File: src/rtl/assert_macros.svh
// assertion helpers shared by the divider, datapath and controller modules
`ifndef ASSERT_MACROS_SVH
`define ASSERT_MACROS_SVH

// property checked at every clock edge outside reset
`define ASSERT_CLK(lbl, clk, rst_n, prop, msg) \
    lbl: assert property (@(posedge clk) disable iff (!rst_n) (prop)) else $error(msg);

// condition that must never be seen outside reset
`define ASSERT_NEVER(lbl, clk, rst_n, cond, msg) \
    lbl: assert property (@(posedge clk) disable iff (!rst_n) !(cond)) else $error(msg);

`endif

File: src/rtl/vln_pkg.sv
`default_nettype none
package vln_pkg;

    localparam int ELEM_W    = 32;
    localparam int FRAC_BITS = 30;
    localparam int NORM_W    = 35;
    localparam int TOL_W     = 20;
    localparam int PADDR_W   = 3;
    localparam int PDATA_W   = 32;

    localparam logic [TOL_W-1:0]   TOL_RESET    = 20'd1074;
    localparam logic [NORM_W-1:0]  NORM_MAX     = {NORM_W{1'b1}};
    localparam logic [PADDR_W-1:0] REG_TOL_ADDR = 3'd0;

    // input beat: one vector component
    typedef struct packed {
        logic signed [ELEM_W-1:0] element;
        logic                     last_element;
    } t_in_beat;

    // output beat: one norm result
    typedef struct packed {
        logic [NORM_W-1:0] norm;
        logic              converged;
    } t_out_beat;

    typedef enum logic [3:0] {
        S_LOAD,
        S_CHK,
        S_READ,
        S_EDIV,
        S_EWAIT,
        S_SQR,
        S_ACC,
        S_HINIT,
        S_HDIV,
        S_HWAIT,
        S_HTEST,
        S_MUL,
        S_SUM,
        S_OUT
    } t_state;

    // controller to datapath commands
    typedef struct packed {
        logic load;
        logic clr_idx;
        logic rd;
        logic ediv;
        logic sq;
        logic acc;
        logic hinit;
        logic hdiv;
        logic hupd;
        logic hfin;
        logic mul;
        logic sum;
        logic zero;
        logic out_load;
    } t_cmd;

    // datapath to controller status
    typedef struct packed {
        logic max_zero;
        logic idx_end;
        logic div_busy;
        logic conv;
        logic iter_end;
        logic out_busy;
    } t_sts;

    // absolute value of a two's complement word, most negative gives 2^31
    function automatic logic [ELEM_W-1:0] mag_of(input logic [ELEM_W-1:0] bits);
        logic [ELEM_W-1:0] res;
        res = bits[ELEM_W-1] ? (~bits + 1'b1) : bits;
        return res;
    endfunction

endpackage
`default_nettype wire

File: src/rtl/vln_ctrl.sv
`default_nettype none
`include "assert_macros.svh"
module vln_ctrl (
    input  wire logic          i_clk,
    input  wire logic          i_rst_n,
    input  wire logic          i_in_valid,
    input  wire logic          i_last,
    output logic               o_in_ready,
    input  wire vln_pkg::t_sts i_sts,
    output vln_pkg::t_cmd      o_cmd
);
    import vln_pkg::*;

    t_state r_state;
    t_state n_state;

    always_ff @(posedge i_clk) begin
        if (!i_rst_n) begin
            r_state <= S_LOAD;
        end else begin
            r_state <= n_state;
        end
    end

    // next state
    always_comb begin
        n_state = r_state;
        unique case (r_state)
            S_LOAD:  if (i_in_valid && i_last) n_state = S_CHK;
            S_CHK:   n_state = i_sts.max_zero ? S_OUT : S_READ;
            S_READ:  n_state = S_EDIV;
            S_EDIV:  n_state = S_EWAIT;
            S_EWAIT: if (!i_sts.div_busy) n_state = S_SQR;
            S_SQR:   n_state = S_ACC;
            S_ACC:   n_state = i_sts.idx_end ? S_HINIT : S_READ;
            S_HINIT: n_state = S_HDIV;
            S_HDIV:  n_state = S_HWAIT;
            S_HWAIT: if (!i_sts.div_busy) n_state = S_HTEST;
            S_HTEST: n_state = (i_sts.conv || i_sts.iter_end) ? S_MUL : S_HDIV;
            S_MUL:   n_state = S_SUM;
            S_SUM:   n_state = S_OUT;
            S_OUT:   if (!i_sts.out_busy) n_state = S_LOAD;
            default: n_state = S_LOAD;
        endcase
    end

    // command outputs
    always_comb begin
        o_cmd      = '0;
        o_in_ready = 1'b0;
        unique case (r_state)
            S_LOAD: begin
                o_in_ready = 1'b1;
                o_cmd.load = i_in_valid;
            end
            S_CHK: begin
                o_cmd.clr_idx = 1'b1;
                o_cmd.zero    = i_sts.max_zero;
            end
            S_READ:  o_cmd.rd    = 1'b1;
            S_EDIV:  o_cmd.ediv  = 1'b1;
            S_EWAIT: o_cmd.sq    = 1'b0;
            S_SQR:   o_cmd.sq    = 1'b1;
            S_ACC:   o_cmd.acc   = 1'b1;
            S_HINIT: o_cmd.hinit = 1'b1;
            S_HDIV:  o_cmd.hdiv  = 1'b1;
            S_HWAIT: o_cmd.hdiv  = 1'b0;
            S_HTEST: begin
                if (i_sts.conv || i_sts.iter_end) begin
                    o_cmd.hfin = 1'b1;
                end else begin
                    o_cmd.hupd = 1'b1;
                end
            end
            S_MUL:   o_cmd.mul = 1'b1;
            S_SUM:   o_cmd.sum = 1'b1;
            S_OUT:   o_cmd.out_load = !i_sts.out_busy;
            default: o_cmd = '0;
        endcase
    end

    `ASSERT_CLK(a_load_free, i_clk, i_rst_n, o_cmd.out_load |-> !i_sts.out_busy, "result overwritten")
    `ASSERT_NEVER(a_div_overlap, i_clk, i_rst_n, (o_cmd.ediv || o_cmd.hdiv) && i_sts.div_busy, "divider restarted")

endmodule
`default_nettype wire

File: config.mk
export PLATFORM = sky130hd
export DESIGN_NAME = vln_ctrl
export DESIGN_NICKNAME = d
export VERILOG_FILES = /design/src/rtl/vln_pkg.sv /design/src/rtl/vln_ctrl.sv
export VERILOG_INCLUDE_DIRS = /design/src /design/src/rtl
export SDC_FILE = /design/constraint.sdc
export NUM_CORES = 1
export LEC_CHECK = 0
export BUFFER_PORTS_ARGS = -buffer_cell sky130_fd_sc_hd__buf_2
export CORE_AREA = 5 5 42 44
export CTS_CLUSTER_SIZE = 28
export DETAILED_ROUTE_END_ITERATION = 7
export DIE_AREA = 0 0 47 49
export PLACE_DENSITY = 0.75
export SLEW_MARGIN = 10
export SYNTH_ARGS = -nofsm -noshare
export SYNTH_HDL_FRONTEND = slang
export SYNTH_SLANG_ARGS = --single-unit
File: constraint.sdc
create_clock -name i_clk -period 1.9 [get_ports i_clk]
set_clock_uncertainty 0.15 [all_clocks]
set_input_delay 0 -clock i_clk [delete_from_list [all_inputs] [get_ports i_clk]]
set_output_delay 0 -clock i_clk [all_outputs]
set_load 0.005 [all_outputs]
==> qor.yml, run 1 <==
placed_design:
  place.port_buffers: 24
  hpwl_mm: 1.12
  gp_congestion: 0.850
logic_synthesis:
  syn-instance-count: 69
  ys.flop_type: "dfxtp_1"
  yosysMostFrequentCell: "nor2_1"
  synth_top_area_frac: 0.162
  postSynthAreaPerCell_um2: 7.14
  syn-cell-area_um2: 493
  ys_seq_elements: 4
  synth.largest_area_cell: "dfxtp_1"
  synth_warnings: 0
  ys_top_cells_by_area: "dfxtp_1 (16%), nor3_1 (7.1%), nor2_1 (6.9%), nand2_1 (5.3%), nor3b_1 (4.6%)"
  ys_types: 34
  seq_area_frac_synth: 0.162
  async_flop_share: 0
  synth_commonest_cells: "nor2_1 (9), nand2_1 (7), nor3_1 (7)"
  synth-edff-count: 0
  synth_nets: 79
die:
  dieArea_mm2: 0.00230
  die_h_um: 49
  start_util: 0.352
  pin_count: 25
  core_area_mm2: 0.00140
  rows: 14
  dieWidth_um: 47
clock_network:
  cts_resized: 0
  cts.sinks: 4
  clk_latency_ns: 0.24
  cts.clk_slew.worst_paths_ns: 0.04
  htreeDepth: 1
  cts_tree: "yes"
  cts_buffer_depth: 2
  cts_made_buffers: 3
  cts-root-buf: "clkbuf_4"
sta:
  finalCritPeriodShare: 0.895
  max_slew_margin: 0.650
  min_period_ns: 1.70
  tns_ns: 0
  setup_viol: 0
  rsz0062_at_grt: "false"
  worstMarginPinSlew_ns: 0.525
  fmax_ghz: 0.588
  hold_viol: 0
  slew_violations: 0
setup_path:
  criticalPathCategory: "flip-flop to flip-flop"
  reg2reg_slack_ns: 0.20
  arrival_ns: 1.67
  cp.required_ns: 1.87
  cp_max_fo: 14
  cp-end-kind: "flip-flop"
  start_kind: "flip-flop"
run:
  maxCapViolCount: 0
layout:
  final_util: 0.463
  top_register: "r_state"
  largestRegisters: "r_state x4"
  fin_nets: 106
  antenna_cells: 0
  layout-drive-gt1-share: 0.383
  area_growth_pct: 31.7
  largest_reg_flops: 4
global_route:
  grt_pass1_vias: 559
  antenna_found_initial: 0
  grt_overflow: 0
  grt_pass1_wl_mm: 2.30
  grt_usage: 0.134
  grt_max_degree: 17
power_and_ir_drop:
  vdd_drop_max_v: 0.000349
  power_leakage_nw: 0.278
  p_per_area_mw_per_mm2: 798
routing:
  drc_errors: 0
  ant_nets: 0
  vias_per_cell: 5.57
  routedWlPerCell_um: 12.9
  first_pass_iters: 4
  drt_iter0_drc: 14
  drt_wl_total_mm: 1.42
  num_vias: 613
min_path:
  hold_path.class: "input pin to flip-flop"
run_status:
  status: "finished, final reports clean"
-- power by group --
part	switching, mW	internal (mW)
logic	0.134	0.124
clock network	0.0377	0.0709
registers	0.0515	0.0993
-- what timing repair did --
item,CTS,global route
hold buffers,1,0
buffers inserted,0,0
hold endpoints to repair,4,0
-- routing by layer --
layer / vias up / track usage / routed length, µm
li1: 305 / - / -
met1: 284 / 0.149 / 569
met4: 0 / 0.0691 / 0
met2: 24 / 0.229 / 770
met3: 0 / 0.0221 / 80
met5: - / 0 / 0
-- layout make-up --
cell class,count,area (µm²)
clock buffers,3,22.5
fillers,157,752
inverters,3,11.3
multi-input cells,57,370
flip-flops and latches,4,80.1
well taps,16,20.0
repair buffers,27,145
-- worst max-delay path: stages (launching register included) --
cell and delay, ns:
dfxtp_1 0.59, buf_4 0.23, nand2b_1 0.24, nor2_1 0.07, a311oi_1 0.21, o32ai_1 0.10
-- placed cells by master (no fill, tap or decap), drive strengths merged, types with 3 or more instances in the layout --
cell    count
dfxtp       4
o21ai       4
nor3b       3
nand2       8
clkbuf      3
buf        26
inv         3
nor2        9
nor3        8
and2        3
-- logic make-up after synthesis --
group	Yosys count	share of synthesized area
and+or+nand+nor	41	0.485
AOI/OAI and AO/OA	15	0.246
buffers and inverters	8	0.0863
DFF	4	0.162
muxes	1	0.0203
-- path summary, 6_finish.rpt --
kind                                               from                 endpoint  depth (start not counted)
worst max register to register  r_state[2]$_SDFFE_PN0P_  r_state[2]$_SDFFE_PN0P_                          5
worst min-delay path                           i_sts[0]  r_state[1]$_SDFFE_PN0P_                          4
worst max-delay path            r_state[2]$_SDFFE_PN0P_  r_state[2]$_SDFFE_PN0P_                          5
worst min register to register  r_state[2]$_SDFFE_PN0P_  r_state[2]$_SDFFE_PN0P_                          2
-- metrics by stage --
step / instances / worst slack, ns / power [mW] / instance area [µm²] / hold slack, ns
final: 110 / 0.199 / 0.518 / 649 / 0.00762
after global routing: 110 / 0.000797 / 0.564 / 649 / 0.0366
after CTS: 110 / 0.197 / 0.521 / 649 / 0.0138
after detailed placement: 106 / 0.249 / 0.407 / 617 / 0.105
after global placement: 106 / 0.275 / 0.401 / 617 / 0.108
after floorplan: 69 / 0.514 / 0.330 / 493 / -0.115
Power figures use the tool's default switching activity.
==> run 2: changes to the inputs <==
CAP_MARGIN = 25   (was default)
HOLD_SLACK_MARGIN = 0.15   (was default)
TNS_END_PERCENT = 50   (was default)
==> qor.yml, run 2 (same netlist as run 1, synthesis figures left out) <==
run_status:
  status: "finished, final reports clean"
layout:
  largestRegisters: "r_state x4"
  layout_commonest_cell: "buf_2"
  largest_reg_flops: 4
  top_register: "r_state"
  antenna_cells: 0
  seqCellArea_um2: 81.3
  layout-drive-gt1-share: 0.379
  area_growth_pct: 51.3
  finalNonFillerCells: 119
  final_util: 0.532
  layout_common_cells: "buf_2 (24), nor2_1 (9), dlygate4sd3_1 (9)"
  fin_nets: 115
  fillers: 140
  multi_input_area_um2: 378
global_route:
  grt_max_degree: 17
  antenna_found_initial: 0
  grt_usage: 0.151
  grt_pass1_vias: 615
  grt_pass1_wl_mm: 2.57
  grt_overflow: 0
sta:
  min_period_ns: 1.80
  worstMarginPinSlew_ns: 0.522
  finalCritPeriodShare: 0.950
  setup_viol: 0
  fmax_ghz: 0.554
  hold_viol: 0
  max_slew_margin: 0.652
  slew_violations: 0
placed_design:
  dp_cells: 106
  hpwl_mm: 1.12
  gp_congestion: 0.850
  place.port_buffers: 24
clock_network:
  clk_latency_ns: 0.24
  cts-root-buf: "clkbuf_4"
  cts_tree: "yes"
  htreeDepth: 1
  cts.sinks: 4
  cts.clk_slew.worst_paths_ns: 0.04
  cts_made_buffers: 3
  cts_buffer_depth: 2
routing:
  first_pass_iters: 4
  ant_nets: 0
  drt_iter0_drc: 26
  routedWlPerCell_um: 14.3
  vias_per_cell: 5.64
  num_vias: 671
  drc_errors: 0
  drt_wl_total_mm: 1.70
setup_path:
  start_kind: "input pin"
  cp-end-kind: "flip-flop"
  arrival_ns: 1.80
  criticalPathCategory: "input pin to flip-flop"
  cp_max_fo: 3
  cp.required_ns: 1.90
power_and_ir_drop:
  p_sw_mw: 0.242
  combPwrFrac: 0.538
  power_leakage_nw: 0.316
  p_int_mw: 0.321
  netSwitchingFraction: 0.430
  p_seq_frac: 0.271
  power_frac_clock: 0.192
  vdd_drop_max_v: 0.000358
  p_per_area_mw_per_mm2: 754
die:
  die_h_um: 49
  pin_count: 25
  dieWidth_um: 47
  rows: 14
  start_util: 0.352
  dieArea_mm2: 0.00230
  core_area_mm2: 0.00140
run:
  maxCapViolCount: 0
min_path:
  hold_path.class: "input pin to flip-flop"
## run 2: changes by cell type in the layout (fill, tap and decap cells not counted), sizes merged
cell	previous run	this run
dlygate4sd3	1	9
buf	26	27
## run 2: worst max-delay path, cell delays in order
cell	delay, ns
dlygate4sd3_1	0.53
buf_2	0.11
nand2_1	0.05
dlygate4sd3_1	0.58
a22oi_4	0.15
nand3_2	0.13
o32ai_2	0.25
## run 2: layout make-up
class | instances | area share
repair buffers | 36 | 0.312
multi-input cells | 57 | 0.507
clock buffers | 3 | 0.0302
well taps | 16 | 0.0268
flip-flops and latches | 4 | 0.109
inverters | 3 | 0.0151
## run 2: power by group through the flow
stage | logic, mW | clock network (mW) | registers [mW]
6_report | 0.302 | 0.108 | 0.152
4_1_cts | 0.273 | 0.112 | 0.149
3_3_place_gp | 0.251 | 0 | 0.150
5_1_grt | 0.330 | 0.117 | 0.159
2_1_floorplan | 0.216 | 0 | 0.115
3_5_place_dp | 0.257 | 0 | 0.150
## run 2: through the flow
stage	worst slack (ns)	power [mW]	hold WS, ns	setup TNS (ns)	cell area [µm²]
after CTS	0.111	0.534	0.196	0	729
after floorplan	0.514	0.330	-0.115	0	493
after global routing	-0.000120	0.606	0.228	-0.000120	746
after global placement	0.275	0.401	0.108	0	617
final	0.0955	0.562	0.208	0	746
after detailed placement	0.249	0.407	0.105	0	617
## run 2: routing by layer
metal | track usage | share of wire | vias to the layer above | routed length (µm)
met3 | 0.0221 | 0.071 | 0 | 120
li1 | - | - | 325 | -
met5 | 0 | 0 | - | 0
met4 | 0.0783 | 0 | 0 | 0
met2 | 0.260 | 0.55 | 34 | 932
met1 | 0.167 | 0.38 | 312 | 644
## run 2: repair_timing
action | CTS | global route
endpoints found under the hold margin | 6 | 0
setup buffers | 0 | 1
endpoints found under the setup margin | 0 | 1
resized for setup | 0 | 2
hold buffers | 9 | 0
## run 2: worst paths after layout
path / startpoint / end / slack, ns / cells after the start
hold reg to reg: r_state[2]$_SDFFE_PN0P_ / r_state[2]$_SDFFE_PN0P_ / 0.45 / 2
setup / recovery: i_in_valid / r_state[2]$_SDFFE_PN0P_ / 0.1 / 7
hold / removal: i_sts[4] / r_state[0]$_SDFFE_PN0P_ / 0.21 / 5
setup reg to reg: r_state[3]$_SDFFE_PN0P_ / r_state[2]$_SDFFE_PN0P_ / 0.22 / 4
