--- config.mk ---
export PLATFORM = sky130hd
export DESIGN_NAME = vln_regs
export DESIGN_NICKNAME = d
export VERILOG_FILES = /design/src/rtl/assert_macros.svh /design/src/rtl/vln_pkg.sv /design/src/rtl/vln_regs.sv
export SDC_FILE = /design/constraint.sdc
export NUM_CORES = 1
export LEC_CHECK = 0
export BUFFER_PORTS_ARGS = -buffer_cell sky130_fd_sc_hd__buf_2
export CAP_MARGIN = 10
export CORE_MARGIN = 2
export CORE_UTILIZATION = 25
export DETAILED_ROUTE_END_ITERATION = 12
export PLACE_DENSITY = 0.56
export SLEW_MARGIN = 20
export SYNTH_ARGS = -nofsm -noshare
export SYNTH_HDL_FRONTEND = slang
export SYNTH_SLANG_ARGS = --single-unit
--- constraint.sdc ---
create_clock -name i_clk -period 1.1 [get_ports i_clk]
set_input_delay 0.055 -clock i_clk [delete_from_list [all_inputs] [get_ports i_clk]]
set_output_delay 0.055 -clock i_clk [all_outputs]
set_load 0.01 [all_outputs]
--- src/rtl/assert_macros.svh ---
// assertion helpers shared by the divider, datapath and controller modules
`ifndef ASSERT_MACROS_SVH
`define ASSERT_MACROS_SVH

// property checked at every clock edge outside reset
`define ASSERT_CLK(lbl, clk, rst_n, prop, msg) \
    lbl: assert property (@(posedge clk) disable iff (!rst_n) (prop)) else $error(msg);

// condition that must never be seen outside reset
`define ASSERT_NEVER(lbl, clk, rst_n, cond, msg) \
    lbl: assert property (@(posedge clk) disable iff (!rst_n) !(cond)) else $error(msg);

`endif

--- src/rtl/vln_pkg.sv ---
`default_nettype none
package vln_pkg;

    localparam int ELEM_W    = 32;
    localparam int FRAC_BITS = 30;
    localparam int NORM_W    = 35;
    localparam int TOL_W     = 20;
    localparam int PADDR_W   = 3;
    localparam int PDATA_W   = 32;

    localparam logic [TOL_W-1:0]   TOL_RESET    = 20'd1074;
    localparam logic [NORM_W-1:0]  NORM_MAX     = {NORM_W{1'b1}};
    localparam logic [PADDR_W-1:0] REG_TOL_ADDR = 3'd0;

    // input beat: one vector component
    typedef struct packed {
        logic signed [ELEM_W-1:0] element;
        logic                     last_element;
    } t_in_beat;

    // output beat: one norm result
    typedef struct packed {
        logic [NORM_W-1:0] norm;
        logic              converged;
    } t_out_beat;

    typedef enum logic [3:0] {
        S_LOAD,
        S_CHK,
        S_READ,
        S_EDIV,
        S_EWAIT,
        S_SQR,
        S_ACC,
        S_HINIT,
        S_HDIV,
        S_HWAIT,
        S_HTEST,
        S_MUL,
        S_SUM,
        S_OUT
    } t_state;

    // controller to datapath commands
    typedef struct packed {
        logic load;
        logic clr_idx;
        logic rd;
        logic ediv;
        logic sq;
        logic acc;
        logic hinit;
        logic hdiv;
        logic hupd;
        logic hfin;
        logic mul;
        logic sum;
        logic zero;
        logic out_load;
    } t_cmd;

    // datapath to controller status
    typedef struct packed {
        logic max_zero;
        logic idx_end;
        logic div_busy;
        logic conv;
        logic iter_end;
        logic out_busy;
    } t_sts;

    // absolute value of a two's complement word, most negative gives 2^31
    function automatic logic [ELEM_W-1:0] mag_of(input logic [ELEM_W-1:0] bits);
        logic [ELEM_W-1:0] res;
        res = bits[ELEM_W-1] ? (~bits + 1'b1) : bits;
        return res;
    endfunction

endpackage
`default_nettype wire

--- src/rtl/vln_regs.sv ---
`default_nettype none
module vln_regs (
    input  wire logic                          i_clk,
    input  wire logic                          i_rst_n,
    input  wire logic                          psel,
    input  wire logic                          penable,
    input  wire logic                          pwrite,
    input  wire logic [vln_pkg::PADDR_W-1:0]   paddr,
    input  wire logic [vln_pkg::PDATA_W-1:0]   pwdata,
    output logic      [vln_pkg::PDATA_W-1:0]   prdata,
    output logic                               pready,
    output logic      [vln_pkg::TOL_W-1:0]     o_tolerance
);
    import vln_pkg::*;

    logic [TOL_W-1:0] r_tol;

    // tolerance register write
    always_ff @(posedge i_clk) begin
        if (!i_rst_n) begin
            r_tol <= TOL_RESET;
        end else if (psel && penable && pwrite && (paddr == REG_TOL_ADDR)) begin
            r_tol <= pwdata[TOL_W-1:0];
        end
    end

    // read back
    always_comb begin
        prdata = '0;
        if (paddr == REG_TOL_ADDR) begin
            prdata = PDATA_W'(r_tol);
        end
    end

    assign pready      = 1'b1;
    assign o_tolerance = r_tol;

endmodule
`default_nettype wire

==> metrics.md, run 1 <==
| Metric | Value |
|---|---|
| Leading cell type by number of instances after synthesis | `nand2_1` |
| Global router's overall resource usage | `0.105` |
| Layout overhead on the synthesized area | `36.8%` |
| First DRT Iteration DRCs | `8` |
| Highest achievable clock rate | `1.04 GHz` |
| Combinational family with the most area after synthesis | `simple AND/OR/NAND/NOR gates` |
| Mapped Avg Cell Area | `8.50 µm²` |
| Antenna cell count | `0` |
| Average wire per cell in the routed design | `10.1 µm` |
| Portion of the post-synthesis area used by sequential elements | `0.374` |
| Mean number of vias per cell | `3.96` |
| Antenna violations before repair | `0` |
| Sink Count | `20` |
| Largest net degree at the start of global routing | `37` |
| Most frequently used flop master after synthesis | `dfxtp_1` |
| Required @ worst endpoint | `1.04 ns` |
| Count of pins over their slew limit | `0` |
| Max FFs per register | `20` |
| Floorplan row count | `23` |
| Pwr per Cell Area | `936 nW/µm²` |
| Gate Count Post-Synth | `126` |
| Number of global-route vias before repair | `923` |
| Critical path class | `in -> out` |
| Number of setup buffers added after CTS | `0` |
| Most instantiated cells after synthesis | `nand2_1 (32), and2_1 (20), dfxtp_1 (20)` |
| Global-route wire length before repair | `4200 µm` |
| Clock network latency to the later pin of the worst-skew pair | `0.25 ns` |
| Drt drc | `0` |
| Detailed placement HPWL | `1830 µm` |
| Final estimated routing congestion in global placement | `0.693` |
| Count of unique library cells instantiated by Yosys | `15` |
| Port-buffer cells | `67` |
| Multiplexer share of the synthesized area | `0.150` |
| Routed vias | `954` |
| DIE WIDTH | `69.5 µm` |
| Final net count | `233` |
| Clock buffer depth | `2` |
| CTS buffer count | `3` |
| Share of the synthesized netlist area taken by xor and xnor gates | `0` |
| Data arrival, critical path | `0.91 ns` |
| Total Wirelength | `2430 µm` |
| Initial Utilization | `0.264` |
| Endpoint kind of the worst setup timing path | `primary output` |
| Clock slew seen by the registers of the worst setup and hold paths | `0.07 ns` |
| Cell area after synthesis | `1070 µm²` |
| Min cycle time layout | `0.965 ns` |
| Number of setup violations in the final report | `0` |
| Die height | `69.5 µm` |
| Antenna Violating Nets Remaining | `0` |
| Static leakage power | `0.771 nW` |
| Cells taking the most area after synthesis | `dfxtp_1 (37%), mux2i_1 (15%), and2_1 (12%)` |
| Area share of the largest cell type after synthesis | `0.374` |
| Total global routing overflow | `0` |
| Share of the core filled with cells in the final layout | `0.361` |
| Final-report hold violation count | `0` |
| Worst vdd rail ir drop | `0.000332 V` |
| RSZ-0062 raised after global routing | `no` |
| Area fraction in compound gates after synthesis | `0.0280` |
| Run status | `finished clean` |
| Core region area | `4060 µm²` |
| Cell taking the most area after synthesis | `dfxtp_1` |
| Tightest Hold Check Type | `in -> reg` |
| Router iterations before antenna repair | `4` |
| TritonCTS clock tree | `built` |
| EDFF count, synth | `0` |
| Number of warnings issued by yosys | `0` |
| Adder-cell share of the synthesized area | `0` |
| Startpoint types | `primary input` |
| Max capacitance violation total | `0` |
| Fraction of final layout cells sized beyond drive strength 1 | `0.403` |
| Die Footprint | `4820 µm²` |
| Simple-gate share of the synthesized area | `0.277` |
| Proportion of register bits with asynchronous set or reset after synthesis | `0` |
| # H-tree levels | `1` |
| Max FO, Critical Path | `18` |
| Root Driver | `clkbuf_8` |
| Period utilisation layout | `0.877` |
| Number of storage elements in the synthesis netlist | `20` |
| CTS Hold Buffers Added | `0` |
| Post_cts resized | `0` |
| Summed negative setup slack over all endpoints | `0 ns` |
| Total I/O pin count | `93` |
| Worst clock skew | `0 ns` |
## metrics by stage
stage | area (µm²) | cells | setup WS, ns | total power, W | hold WS [ns]
CTS | 1470 | 241 | 0.120 | 0.00141 | 0.0309
global route | 1470 | 241 | 0.0527 | 0.00145 | 0.0444
floorplan | 1110 | 137 | 0.222 | 0.000869 | 0.197
global placement | 1420 | 238 | 0.108 | 0.000915 | 0.306
finish | 1470 | 241 | 0.135 | 0.00137 | 0.0387
detailed placement | 1420 | 238 | 0.0968 | 0.000917 | 0.308
## routing by layer
layer / GRT usage / vias up / share of wire / wire [µm]
met3: 0.0116 / 2 / 0.062 / 151
li1: - / 500 / - / -
met2: 0.192 / 36 / 0.50 / 1220
met4: 0.0458 / 0 / 0.014 / 34
met1: 0.122 / 416 / 0.42 / 1020
met5: 0 / - / 0 / 0
## critical path, cell delays in order
cell and delay, ns:
buf_2 0.11, nor3_4 0.21, buf_4 0.24, and2_1 0.16
buf_2 0.13
## cells in the final DEF, fill, tap and decap left out
master,netlist,layout
nor3_4,1,1
buf_4,13,2
and3_1,1,1
inv_1,4,4
nand3_1,4,4
mux2i_1,16,16
clkbuf_8,0,3
buf_12,2,3
and2_1,20,20
o211ai_1,4,4
buf_2,1,67
dfxtp_1,20,20
conb_1,2,13
nand2_1,32,32
and2_4,1,1
## kinds of logic (layout without fill, tap and decap cells)
group                  Yosys count  after routing
AO/OA/AOI/OAI                    4              4
buffers and inverters           25             79
flip-flops                      20             20
multiplexers                    16             16
other                            2             13
AND/OR/NAND/NOR                 59             59
## final timing paths
| kind | startpoint | slack, ns | depth (start not counted) | end |
|---|---|---|---|---|
| worst max-delay path | paddr[1] | 0.14 | 5 | prdata[13] |
| worst min-delay path | pwdata[12] | 0.04 | 3 | o_tolerance[12] |
| worst max register to register | o_tolerance[10] | 0.48 | 2 | o_tolerance[10] |
| worst min register to register | o_tolerance[16] | 0.47 | 2 | o_tolerance[16] |
## power breakdown
part           leakage (nW)  switching [W]  internal, W
Combinational         0.588      0.0000906    0.0000735
Clock                0.0216       0.000231     0.000243
Sequential            0.161     0.00000369     0.000730
Total                 0.771       0.000325      0.00105
## cell type report
cell class                 instances  area, µm²
fill                             443       2590
multi-input combinational         92        536
sequential                        20        400
tap                               50       62.6
timing repair buffer              72        410
inverter                           4       15.0
clock buffer                       3       41.3
Note: power is estimated with default switching activity, not from simulation.
==> run 2, diff against run 1 <==
CORE_UTILIZATION = 37   (was 25)
GPL_TIMING_DRIVEN = 0   (was not set)
PLACE_DENSITY = 0.78   (was 0.56)
==> metrics.md, run 2 (same netlist as run 1, synthesis figures left out) <==
| Metric | Value |
|---|---|
| Run status | `finished clean (unchanged)` |
| Antenna cell count | `0 (unchanged)` |
| Met1 Routed Length | `1220 µm (was 1020 µm)` |
| Final net count | `265 (was 233)` |
| Clock network fraction of total power | `0.309 (was 0.346)` |
| Die height | `57.8 µm (was 69.5 µm)` |
| Number of global-route vias before repair | `894 (was 923)` |
| Clock buffer depth | `2 (unchanged)` |
| Worst clock skew | `0 ns (unchanged)` |
| Total global routing overflow | `0 (unchanged)` |
| Max FO, Critical Path | `10 (was 18)` |
| Worst hold path stage count | `3 (unchanged)` |
| First DRT Iteration DRCs | `48 (was 8)` |
| Most common library cell in the layout ignoring fill and taps | `buf_2 (unchanged)` |
| Core region area | `2760 µm² (was 4060 µm²)` |
| Highest achievable clock rate | `0.987 GHz (was 1.04 GHz)` |
| Launch instance of the worst min-delay path | `pwdata[5] (was pwdata[12])` |
| Top sig layer | `met4 (unchanged)` |
| Max capacitance violation total | `0 (unchanged)` |
| Setup slack on the worst flop-to-flop path | `0.46 ns (was 0.48 ns)` |
| Layout overhead on the synthesized area | `58.1% (was 36.8%)` |
| Router iterations before antenna repair | `3 (was 4)` |
| Data arrival, critical path | `0.96 ns (was 0.91 ns)` |
| Cell count after placement | `234 (was 238)` |
| Largest net degree at the start of global routing | `12 (was 37)` |
| Average wire per cell in the routed design | `10.8 µm (was 10.1 µm)` |
| Fraction of final layout cells sized beyond drive strength 1 | `0.406 (was 0.403)` |
| Origin of the critical flop-to-flop path | `o_tolerance[9] (was o_tolerance[10])` |
| DIE WIDTH | `57.8 µm (was 69.5 µm)` |
| Clock slew seen by the registers of the worst setup and hold paths | `0.11 ns (was 0.07 ns)` |
| Number of setup violations in the final report | `0 (unchanged)` |
| Sink Count | `20 (unchanged)` |
| Startpoint types | `primary input (unchanged)` |
| Clock network latency to the later pin of the worst-skew pair | `0.30 ns (was 0.25 ns)` |
| Critical path class | `in -> out (unchanged)` |
| Final-report hold violation count | `0 (unchanged)` |
| Detailed placement HPWL | `1900 µm (was 1830 µm)` |
| Tightest Hold Check Type | `in -> reg (unchanged)` |
| DR WL met2 | `1280 µm (was 1220 µm)` |
| Cell-by-cell listing of the critical path | `buf_2 -> nor3_4 -> buf_4 -> and2_1 -> buf_2 (unchanged)` |
| Total Wirelength | `2740 µm (was 2430 µm)` |
| Port-buffer cells | `66 (was 67)` |
| Met3 routed wirelength | `189 µm (was 151 µm)` |
| Worst Setup Slack post-DPL | `-0.139 ns (was 0.0968 ns)` |
| Initial Utilization | `0.388 (was 0.264)` |
| RSZ-0062 raised after global routing | `no (unchanged)` |
| Cell count of the worst reg-to-reg path | `2 (unchanged)` |
| Reg power frac | `0.518 (was 0.535)` |
| Combinational power share | `0.173 (was 0.120)` |
| Reg-to-reg critical path endpoint | `o_tolerance[9] (was o_tolerance[10])` |
| Drt drc | `0 (unchanged)` |
| Worst setup margin | `0.0868 ns (was 0.135 ns)` |
| Switching Share | `0.245 (was 0.237)` |
| Most frequent CP cell | `buf_2 (unchanged)` |
| Static leakage power | `0.906 nW (was 0.771 nW)` |
| Highest cell delay on the worst timing path | `0.30 ns (was 0.24 ns)` |
| Most frequent cells in the layout | `buf_2 (67), nand2_1 (32), and2_1 (20), dfxtp_1 (20) (was buf_2 (67), nand2_1 (32), and2_1 (20), dfxtp_1 (20), mux2i_1 (16))` |
| # H-tree levels | `1 (unchanged)` |
| Global router's overall resource usage | `0.154 (was 0.105)` |
| Routed vias | `1074 (was 954)` |
| Root Driver | `clkbuf_4 (was clkbuf_8)` |
| TritonCTS clock tree | `built (unchanged)` |
| Floorplan row count | `19 (was 23)` |
| Count of pins over their slew limit | `0 (unchanged)` |
| Hold endpoint | `o_tolerance[5] (was o_tolerance[12])` |
| Slowest stage cell, crit path | `nor3_4 (was buf_4)` |
| Global-route wire length before repair | `3950 µm (was 4200 µm)` |
| Max FFs per register | `20 (unchanged)` |
| Required @ worst endpoint | `1.04 ns (about the same)` |
| Post-Route Hold Slack | `0.00236 ns (was 0.0387 ns)` |
| Total I/O pin count | `93 (unchanged)` |
| Final Non-Filler Cells | `255 (was 241)` |
| Share of the core filled with cells in the final layout | `0.614 (was 0.361)` |
| Antenna violations before repair | `0 (unchanged)` |
| CTS buffer count | `3 (unchanged)` |
| Internal Dissipation | `0.00107 W (was 0.00105 W)` |
| Min cycle time layout | `1.01 ns (was 0.965 ns)` |
| Antenna Violating Nets Remaining | `0 (unchanged)` |
| Period utilisation layout | `0.921 (was 0.877)` |
| Pwr per Cell Area | `836 nW/µm² (was 936 nW/µm²)` |
| Die Footprint | `3340 µm² (was 4820 µm²)` |
| Endpoint kind of the worst setup timing path | `primary output (unchanged)` |
| Final estimated routing congestion in global placement | `0.709 (was 0.693)` |
| Worst vdd rail ir drop | `0.000642 V (was 0.000332 V)` |
| Mean number of vias per cell | `4.21 (was 3.96)` |
| Net load switching power | `0.000347 W (was 0.000325 W)` |
## run 2: worst max path at each step
| stage | startpoint | endpoint | slack [ns] |
|---|---|---|---|
| after floorplan | paddr[1] | o_tolerance[0] | 0.22 |
| after global placement | paddr[1] | prdata[2] | -0.11 |
| after detailed placement | paddr[1] | prdata[1] | -0.14 |
| after CTS | paddr[1] | prdata[1] | 0.003 |
| after global routing | paddr[2] | prdata[6] | 0.008 |
| final | paddr[2] | prdata[1] | 0.09 |
## run 2: power groups by stage
stage	sequential (W)	combinational (W)	clock (W)
after floorplan	0.000753	0.000116	0
after CTS	0.000734	0.000238	0.000442
after detailed placement	0.000751	0.000194	0
after global routing	0.000735	0.000266	0.000457
after global placement	0.000750	0.000190	0
final	0.000734	0.000245	0.000437
## run 2: metrics by stage
step | setup TNS (ns) | instance area (µm²) | power (W)
detailed placement | -2.07 | 1480 | 0.000944
floorplan | 0 | 1110 | 0.000869
global placement | -1.72 | 1480 | 0.000941
finish | 0 | 1690 | 0.00142
global route | 0 | 1690 | 0.00146
CTS | 0 | 1680 | 0.00141
## run 2: area by class of cell
type | instances | area (µm²)
Multi-Input combinational cell | 92 | 536
Buffer | 21 | 169
Clock buffer | 4 | 36.3
Tap cell | 31 | 38.8
Inverter | 4 | 15.0
Timing Repair Buffer | 83 | 498
Sequential cell | 20 | 400
Fill cell | 250 | 1060
## run 2: per-layer routing
metal	track usage	up-vias
met5	0	-
met2	0.281	47
met3	0.0156	4
met1	0.177	456
li1	-	567
met4	0.0797	0
## run 2: what timing repair did
action | CTS | global route
hold endpoints to repair | 16 | 0
cloned | 0 | 0
hold buffers | 16 | 0
resized for setup | 2 | 6
setup endpoints to repair | 20 | 20
pin swaps | 0 | 1
buffers inserted | 0 | 1
## run 2: worst max-delay path: cells and delay by family
kind	cells	cell delay, ns
buffers and inverters	3	0.46
AND/OR/NAND/NOR	2	0.44
